==> config.mk <==
export PLATFORM = sky130hd
export DESIGN_NAME = button_debounce_press_hold_repeat_top
export DESIGN_NICKNAME = d
export VERILOG_FILES = /design/src/rtl/bdphr_pkg.sv /design/src/rtl/button_debounce_press_hold_repeat_top.sv
export SDC_FILE = /design/constraint.sdc
export NUM_CORES = 1
export LEC_CHECK = 0
export BUFFER_PORTS_ARGS = -buffer_cell sky130_fd_sc_hd__buf_2
export CAP_MARGIN = 5
export CORE_ASPECT_RATIO = 1.25
export CORE_MARGIN = 2
export CORE_UTILIZATION = 40
export CTS_CLUSTER_SIZE = 10
export DETAILED_ROUTE_END_ITERATION = 10
export GPL_ROUTABILITY_DRIVEN = 0
export PLACE_DENSITY = 0.65
export SLEW_MARGIN = 40
export SYNTH_ARGS = -nofsm -noshare
export SYNTH_HDL_FRONTEND = slang
export SYNTH_SLANG_ARGS = --single-unit
==> constraint.sdc <==
create_clock -name clk -period 5.1 [get_ports clk]
set_input_delay 0.51 -clock clk [delete_from_list [all_inputs] [get_ports clk]]
set_output_delay 0.51 -clock clk [all_outputs]
set_load 0.01 [all_outputs]
==> src/rtl/bdphr_pkg.sv <==
// ----------------------------------------------------------------------------
// Button debouncer package
// Payload types, register map and reset values of the button debouncer.
// ----------------------------------------------------------------------------
package bdphr_pkg;

    localparam int CFG_TIME_W = 24;
    localparam int PADDR_W    = 4;
    localparam int REPEAT_W   = 8;

    // Register indexes (paddr[3:2])
    localparam logic [1:0] REG_ACTIVE_LEVEL = 2'd0;
    localparam logic [1:0] REG_DEBOUNCE     = 2'd1;
    localparam logic [1:0] REG_HOLD         = 2'd2;
    localparam logic [1:0] REG_MULTI_PRESS  = 2'd3;

    localparam logic                  RST_ACTIVE_LEVEL = 1'b0;
    localparam logic [CFG_TIME_W-1:0] RST_DEBOUNCE     = 24'd50;
    localparam logic [CFG_TIME_W-1:0] RST_HOLD         = 24'd1000;
    localparam logic [CFG_TIME_W-1:0] RST_MULTI_PRESS  = 24'd300;

    typedef struct packed {
        logic pin_level;
        logic take_press;
        logic take_hold;
    } item_t;

    typedef struct packed {
        logic                press_event;
        logic                hold_event;
        logic                pressed_now;
        logic                held_now;
        logic [REPEAT_W-1:0] repeat_count;
    } result_t;

endpackage

==> src/rtl/button_debounce_press_hold_repeat_top.sv <==
// ----------------------------------------------------------------------------
// Button debouncer with hold and quick-repeat detection
// Debounces one pin sample per transaction and reports press, hold and repeats.
// ----------------------------------------------------------------------------
// One sample transaction is taken per clock cycle; its result appears in the
// output register on the next cycle. The whole update (two saturating timers,
// three threshold compares and the event flags) is combinational, so the
// output register is the only thing that can hold off input: a new sample is
// taken whenever it is empty or being read in that cycle. The user must write
// the configuration registers over the APB port only while idle; not enforced.
module button_debounce_press_hold_repeat_top
    import bdphr_pkg::*;
#(
    parameter int TIME_BITS  = 24,
    parameter int COUNT_BITS = 8
)
(
    input  logic               clk,
    input  logic               rst_n,
    input  logic               item_valid,
    output logic               item_stall,
    input  item_t              item,
    output logic               result_valid,
    input  logic               result_stall,
    output result_t            result,
    input  logic               psel,
    input  logic               penable,
    input  logic               pwrite,
    input  logic [PADDR_W-1:0] paddr,
    input  logic [31:0]        pwdata,
    output logic [31:0]        prdata,
    output logic               pready
);

    localparam int CMP_W = (TIME_BITS > CFG_TIME_W) ? TIME_BITS : CFG_TIME_W;
    localparam int DSP_W = (COUNT_BITS > REPEAT_W) ? COUNT_BITS : REPEAT_W;
    localparam logic [DSP_W-1:0] DSP_MAX = DSP_W'({REPEAT_W{1'b1}});

    // Configuration registers
    logic                  active_level_reg;
    logic [CFG_TIME_W-1:0] debounce_reg;
    logic [CFG_TIME_W-1:0] hold_reg;
    logic [CFG_TIME_W-1:0] multi_press_reg;

    // Button state
    logic                  press_timing_reg, press_timing_next;
    logic [TIME_BITS-1:0]  press_elapsed_reg, press_elapsed_next;
    logic [TIME_BITS-1:0]  release_elapsed_reg, release_elapsed_next;
    logic                  debounced_reg, debounced_next;
    logic                  held_reg, held_next;
    logic                  press_pending_reg, press_pending_next;
    logic                  hold_pending_reg, hold_pending_next;
    logic [COUNT_BITS-1:0] repeat_reg, repeat_next;

    logic                  result_valid_reg;
    result_t               result_reg, result_next;

    logic                  accept;
    logic                  pressed;
    logic [TIME_BITS-1:0]  press_inc;
    logic [TIME_BITS-1:0]  release_inc;
    logic                  past_debounce;
    logic                  past_hold;
    logic                  in_window;
    logic [DSP_W-1:0]      repeat_wide;

    assign pready       = 1'b1;
    assign item_stall   = result_valid_reg && result_stall;
    assign accept       = item_valid && !item_stall;
    assign result_valid = result_valid_reg;
    assign result       = result_reg;

    // ---------------- Configuration port ----------------
    always_ff @(posedge clk or negedge rst_n)
    begin
        if (!rst_n)
        begin
            active_level_reg <= RST_ACTIVE_LEVEL;
            debounce_reg     <= RST_DEBOUNCE;
            hold_reg         <= RST_HOLD;
            multi_press_reg  <= RST_MULTI_PRESS;
        end
        else if (psel && penable && pwrite)
        begin
            case (paddr[3:2])
                REG_ACTIVE_LEVEL: active_level_reg <= pwdata[0];
                REG_DEBOUNCE:     debounce_reg     <= pwdata[CFG_TIME_W-1:0];
                REG_HOLD:         hold_reg         <= pwdata[CFG_TIME_W-1:0];
                REG_MULTI_PRESS:  multi_press_reg  <= pwdata[CFG_TIME_W-1:0];
                default:          ;
            endcase
        end
    end

    always_comb
    begin
        case (paddr[3:2])
            REG_ACTIVE_LEVEL: prdata = {31'd0, active_level_reg};
            REG_DEBOUNCE:     prdata = {8'd0, debounce_reg};
            REG_HOLD:         prdata = {8'd0, hold_reg};
            REG_MULTI_PRESS:  prdata = {8'd0, multi_press_reg};
            default:          prdata = 32'd0;
        endcase
    end

    // ---------------- Per-sample update ----------------
    assign pressed     = (item.pin_level == active_level_reg);
    assign release_inc = (&release_elapsed_reg) ? release_elapsed_reg
                                                : release_elapsed_reg + TIME_BITS'(1);
    assign press_inc   = (!press_timing_reg || (&press_elapsed_reg)) ? press_elapsed_reg
                                                                     : press_elapsed_reg + TIME_BITS'(1);

    // Timers and thresholds are compared at a common width so that any
    // TIME_BITS works against the fixed-width registers.
    assign past_debounce = CMP_W'(press_inc) >= CMP_W'(debounce_reg);
    assign past_hold     = CMP_W'(press_inc) >= CMP_W'(hold_reg);
    assign in_window     = CMP_W'(release_inc) < CMP_W'(multi_press_reg);

    always_comb
    begin
        press_pending_next   = press_pending_reg && !item.take_press;
        hold_pending_next    = hold_pending_reg && !item.take_hold;
        release_elapsed_next = release_inc;
        press_elapsed_next   = press_inc;
        press_timing_next    = press_timing_reg;
        debounced_next       = debounced_reg;
        held_next            = held_reg;
        repeat_next          = repeat_reg;

        if (pressed)
        begin
            if (!press_timing_reg)
            begin
                press_timing_next  = 1'b1;
                press_elapsed_next = '0;
            end
            else if (!past_debounce)
            begin
                // Still inside the debounce time.
            end
            else if (!debounced_reg)
            begin
                if (in_window && !(&repeat_reg))
                begin
                    repeat_next = repeat_reg + COUNT_BITS'(1);
                end
                debounced_next = 1'b1;
            end
            else if (past_hold)
            begin
                if (!held_reg)
                begin
                    hold_pending_next = 1'b1;
                end
                held_next = 1'b1;
            end
        end
        else
        begin
            if (press_timing_reg && past_debounce)
            begin
                release_elapsed_next = '0;
                if (!held_reg && debounced_reg)
                begin
                    press_pending_next = 1'b1;
                end
                debounced_next    = 1'b0;
                held_next         = 1'b0;
                hold_pending_next = 1'b0;
            end
            else if (!in_window)
            begin
                repeat_next = '0;
            end
            press_timing_next  = 1'b0;
            press_elapsed_next = '0;
        end
    end

    assign repeat_wide = DSP_W'(repeat_next);

    always_comb
    begin
        result_next.press_event  = press_pending_next;
        result_next.hold_event   = hold_pending_next;
        result_next.pressed_now  = debounced_next;
        result_next.held_now     = held_next;
        result_next.repeat_count = (repeat_wide > DSP_MAX) ? REPEAT_W'(DSP_MAX)
                                                           : REPEAT_W'(repeat_wide);
    end

    always_ff @(posedge clk or negedge rst_n)
    begin
        if (!rst_n)
        begin
            press_timing_reg    <= 1'b0;
            press_elapsed_reg   <= '0;
            release_elapsed_reg <= '1;
            debounced_reg       <= 1'b0;
            held_reg            <= 1'b0;
            press_pending_reg   <= 1'b0;
            hold_pending_reg    <= 1'b0;
            repeat_reg          <= '0;
            result_valid_reg    <= 1'b0;
        end
        else
        begin
            if (accept)
            begin
                press_timing_reg    <= press_timing_next;
                press_elapsed_reg   <= press_elapsed_next;
                release_elapsed_reg <= release_elapsed_next;
                debounced_reg       <= debounced_next;
                held_reg            <= held_next;
                press_pending_reg   <= press_pending_next;
                hold_pending_reg    <= hold_pending_next;
                repeat_reg          <= repeat_next;
                result_valid_reg    <= 1'b1;
            end
            else if (!result_stall)
            begin
                result_valid_reg <= 1'b0;
            end
        end
    end

    always_ff @(posedge clk)
    begin
        if (accept)
        begin
            result_reg <= result_next;
        end
    end

endmodule

==> results of run 1 <==
[worst max-delay path, stage by stage, from the launching register on]
cell      delay, ns
dfstp_2        0.40
ha_1           0.23
and3_1         0.18
and3_1         0.22
a31oi_2        0.20
and4_1         0.25
nand3_1        0.20
or2_1          0.31
xnor2_1        0.18
ha_1           0.26
and4_1         0.23
a221oi_1       0.40
o211ai_1       0.17
a31oi_2        0.34
nand3_2        0.38
or4_1          0.60
nand3_1        0.09
[metal layers]
layer  up-vias  share of wire  GRT usage
met4         0          0.028     0.0754
met1      3709           0.44      0.257
li1       3720              -          -
met3        40          0.031     0.0337
met5         -              0          0
met2       123           0.50      0.353
[repair_timing]
action / CTS / global route
setup endpoints to repair: 0 / 1
endpoints found under the hold margin: 0 / 9
hold buffers: 0 / 1
resized for setup: 0 / 1
[per-stage QoR]
step / setup slack, ns / std cells / util
CTS: 0.235 / 1376 / 0.460
global placement: 0.330 / 1344 / 0.435
detailed placement: 0.268 / 1344 / 0.435
global route: 0.0307 / 1378 / 0.462
finish: 0.387 / 1378 / 0.462
floorplan: 0.636 / 1019 / -
[power by group]
group          total, mW  internal (mW)  switching, mW
Combinational      0.828          0.335          0.494
Clock               1.22          0.709          0.513
Sequential          1.53           1.39          0.137
Total               3.58           2.44           1.14
[placed cells by master, fill, tap and decap left out, drive strengths merged, types with 5 or more instances in the layout]
cell	Yosys	layout
a21oi	27	27
and3	22	22
conb	2	9
inv	76	77
buf	18	91
clkinv	0	7
or4	6	6
o31ai	27	27
a31oi	10	10
and4	8	8
dfstp	37	37
nand2	152	152
nor2	20	20
nand4	18	18
mux2	30	30
o21ai	117	117
ha	74	74
clkbuf	35	19
and2	9	9
o211ai	17	17
edfxtp	12	12
dfrtp	98	98
or3	5	5
a21o	12	12
xnor2	28	28
xor2	18	18
nand2b	11	11
nand3	52	52
a22o	31	31
[cells by family after synthesis]
logic type / share of synthesized area
flops: 0.406
other cells: 0.000805
simple gates: 0.173
mux: 0.0386
compound gates: 0.183
fa+ha+maj: 0.0992
buf+inv: 0.0570
xor+xnor: 0.0432
[path summary, 6_finish.rpt]
path                                          from                       to  cells after the start
min                                     item_valid             result_valid                      2
max in group asynchronous                    rst_n              hold_reg[6]                      3
max                         release_elapsed_reg[0]            repeat_reg[5]                     16
max reg2reg                 release_elapsed_reg[0]            repeat_reg[5]                     16
min in group asynchronous                    rst_n          debounce_reg[6]                      2
min reg2reg                release_elapsed_reg[18]  release_elapsed_reg[18]                      2
[area by class of cell]
| type | count | area share |
|---|---|---|
| Clock buffer | 19 | 0.0437 |
| Tap cell | 288 | 0.0340 |
| Timing Repair Buffer | 92 | 0.0509 |
| Inverter | 76 | 0.0269 |
| Clock inverter | 13 | 0.0101 |
| Multi-Input combinational cell | 743 | 0.478 |
| Sequential cell | 147 | 0.357 |
==> impl_metrics.yaml, run 1 <==
outcome:
  status: "complete, no violations"
final_layout:
  nFillCells: 2220
  antenna_cells: 0
  stdcell_area_um2: 10600
  multiInputGateArea_um2: 5070
  final_nets: 1197
  drive_gt1_frac: 0.194
  regArea_um2: 3780
  area_growth_pct: 13.7
floorplanning:
  die_h_um: 175
  start_util: 0.406
  core_um2: 23000
  placement_rows: 62
  die_w_um: 141
  io_pins: 93
  fp.dieArea_um2: 24600
sta:
  relSlewSlack: 0.484
  fin_crit_ns: 4.71
  min_period_over_period: 0.924
  holdWs_ns: 0.287
  finalSetupViolCount: 0
  finalHoldViolations: 0
  fmax_ghz: 0.212
  tightestPinTransition_ns: 0.773
  grt_setup_unrepaired: "false"
  tns_ns: 0
  drv_slew: 0
  clock_skew_ns: 0.00711
pwr:
  ir_drop_mv: 0.234
  powerDensity_nw_per_um2: 337
  power_mw: 3.58
  p_leak_nw: 4.88
yosys:
  synth.cell_area_um2: 9330
  async_flop_share: 0.918
  yosys.area.top_type: "dfrtp_1"
  ys_seq_area_frac: 0.406
  synthCells: 1012
  yosysWarnings: 0
  synth_edf_count: 12
  ys.flop_type: "dfrtp_1"
  synth-seq-cells: 147
  synthTopCellsByCount: "nand2_1, o21ai_0, dfrtp_1"
  synth_cell_type_count: 67
  synth_top_area_frac: 0.263
  yosys-top-cells-area: "dfrtp_1, dfstp_2, ha_1"
  yosysMostFrequentCell: "nand2_1"
  synth_area_per_cell_um2: 9.22
route:
  vias: 7592
  drc: 0
  wire_per_inst_um: 17.4
  firstDrtPassIters: 5
  drt_iter0_drc: 571
  wl_um: 24000
  drt.antenna.violating_nets: 0
  viasPerCell: 5.51
worst_setup_path:
  start_kind: "flop"
  crit_path_max_fanout: 20
  worstPathArrival_ns: 5.07
  crit_type: "flop to flop"
  worst_setup_path_end_kind: "flop"
  rrSetupSlack_ns: 0.39
  cp.required_ns: 5.46
clock_tree:
  cts_buffers: 17
  path_clk_slew_ns: 0.06
  post-cts-setup-buffer-count: 0
  clk_latency_ns: 0.43
  cts.sinks: 147
  cts_tree: "yes"
  clockBufferDepth: 2
  clock-root-buffer: "clkbuf_16"
  clock_tree.htree_level_count: 4
min_path:
  hold_class: "input port to flop"
placement:
  io_buffers: 73
  placed_cell_area_um2: 10000
  dp_hpwl_um: 17300
run:
  cap_violations: 0
grt:
  overflow: 0
  first_global_vias: 7675
  grt_usage: 0.204
  grt_pass1_wl_um: 39900
  grt_max_degree: 101
  antenna_found_initial: 0
Power figures use the tool's default switching activity.
==> run 2, diff against run 1 <==
==> constraint.sdc (replaced) <==
create_clock -name clk -period 5.1 [get_ports clk]
set_input_delay 1.02 -clock clk [delete_from_list [all_inputs] [get_ports clk]]
set_output_delay 1.02 -clock clk [all_outputs]
set_load 0.01 [all_outputs]
==> run 2 against run 1 <==
Compared with the run above:
- non-clock buffer count shrank 2
- clock skew is 0.0016 ns higher
- register-to-register slack got worse by 0.098 ns
- final area is 0.39% lower
- critical endpoint is now result[1]
- fmax decreased by 2.0%
- largest cell class unchanged
- largest power group unchanged
==> impl_metrics.yaml, run 2 (same netlist as run 1, synthesis figures left out) <==
pwr:
  power_mw: 3.56
  p_leak_nw: 4.85
  ir_drop_mv: 0.219
  powerDensity_nw_per_um2: 336
final_layout:
  layout_common_cells: "nand2_1, o21ai_0, dfrtp_1, inv_1, ha_1"
  final_common_cell: "nand2_1"
  regArea_um2: 3780
  nFillCells: 2199
  antenna_cells: 0
  final_nets: 1195
  drive_gt1_frac: 0.194
  area_growth_pct: 13.3
  fin_cells: 1376
  final_core_util: 0.460
  multiInputGateArea_um2: 5060
sta:
  fin_crit_ns: 4.81
  finalHoldViolations: 0
  grt_setup_unrepaired: "false"
  drv_slew: 0
  fmax_ghz: 0.208
  clock_skew_ns: 0.00873
  relSlewSlack: 0.502
  tns_ns: 0
  tightestPinTransition_ns: 0.747
  min_period_over_period: 0.943
  finalSetupViolCount: 0
outcome:
  status: "complete, no violations"
clock_tree:
  cts.sinks: 147
  clockBufferDepth: 2
  clock_tree.htree_level_count: 4
  cts_buffers: 17
  cts_tree: "yes"
  path_clk_slew_ns: 0.06
  post-cts-setup-buffer-count: 0
  clk_latency_ns: 0.43
  clock-root-buffer: "clkbuf_16"
route:
  drc: 0
  wl_um: 23800
  vias: 7526
  drt_iter0_drc: 491
  viasPerCell: 5.47
  firstDrtPassIters: 5
  drt.antenna.violating_nets: 0
  wire_per_inst_um: 17.3
placement:
  dp_hpwl_um: 17200
  dp.cells: 1343
  io_buffers: 73
grt:
  first_global_vias: 7414
  overflow: 0
  grt_usage: 0.200
  antenna_found_initial: 0
  grt_max_degree: 103
  grt_pass1_wl_um: 38900
floorplanning:
  die_h_um: 175
  io_pins: 93
  die_w_um: 141
  start_util: 0.406
  placement_rows: 62
  core_um2: 23000
  fp.dieArea_um2: 24600
worst_setup_path:
  crit_path_max_fanout: 9
  crit_type: "flop to flop"
  worst_setup_path_end_kind: "flop"
  worstPathArrival_ns: 4.99
  r2r-start: "release_elapsed_reg[0]"
  critPathLaunch: "release_elapsed_reg[0]"
  cp.required_ns: 5.28
  start_kind: "flop"
min_path:
  hold_class: "input port to asynchronous set/reset pin"
run:
  cap_violations: 0
-- run 2: what timing repair did --
item	in CTS	in global routing
resized for setup	0	1
hold buffers	0	0
setup endpoints to repair	0	3
-- run 2: path summary, 6_finish.rpt --
path                                                 to  slack (ns)  cells after the start
worst min register to register   release_elapsed_reg[1]        0.50                      2
worst min-delay path                    debounce_reg[6]        0.47                      1
worst max-delay path                          result[1]        0.29                     16
worst max register to register                result[1]        0.29                     16
min in group clk                 release_elapsed_reg[1]        0.50                      2
max in group asynchronous       release_elapsed_reg[15]        3.84                      2
-- run 2: report_power, final --
| part | internal (mW) | switching [mW] | leakage [nW] |
|---|---|---|---|
| Sequential | 1.39 | 0.137 | 1.76 |
| Clock | 0.674 | 0.530 | 0.270 |
| Combinational | 0.334 | 0.490 | 2.82 |
| Total | 2.40 | 1.16 | 4.85 |
-- run 2: worst max-delay path, stage by stage, from the launching register on --
cell	delay (ns)
dfstp_2	0.40
ha_1	0.23
and3_1	0.18
and3_1	0.22
a31oi_2	0.20
and4_1	0.24
nand3_1	0.19
or2_1	0.31
xnor2_1	0.15
ha_1	0.29
and4_1	0.26
and4_1	0.24
nor4b_1	0.38
a31oi_2	0.26
or3_1	0.56
and3_4	0.25
a41o_1	0.21
-- run 2: layer usage --
| layer | vias up | track usage | wire [µm] |
|---|---|---|---|
| met5 | - | 0 | 0 |
| met4 | 0 | 0.0575 | 412 |
| met3 | 28 | 0.0329 | 671 |
| met2 | 144 | 0.352 | 12200 |
| met1 | 3636 | 0.254 | 10400 |
| li1 | 3718 | - | - |
-- run 2: through the flow --
stage | hold WS [ns] | setup slack [ns] | area [µm²]
after global placement | 0.481 | 0.282 | 9970
final | 0.468 | 0.288 | 10600
after CTS | 0.503 | 0.262 | 10500
after floorplan | 0.466 | 0.636 | 9360
after detailed placement | 0.487 | 0.274 | 9980
after global routing | 0.482 | 0.00675 | 10600
-- run 2: layout make-up --
cell class / instances / area share
well taps: 288 / 0.0341
repair buffers: 90 / 0.0495
clock inverters: 15 / 0.0127
multi-input cells: 743 / 0.479
inverters: 76 / 0.0270
flip-flops and latches: 147 / 0.358
clock buffers: 17 / 0.0402
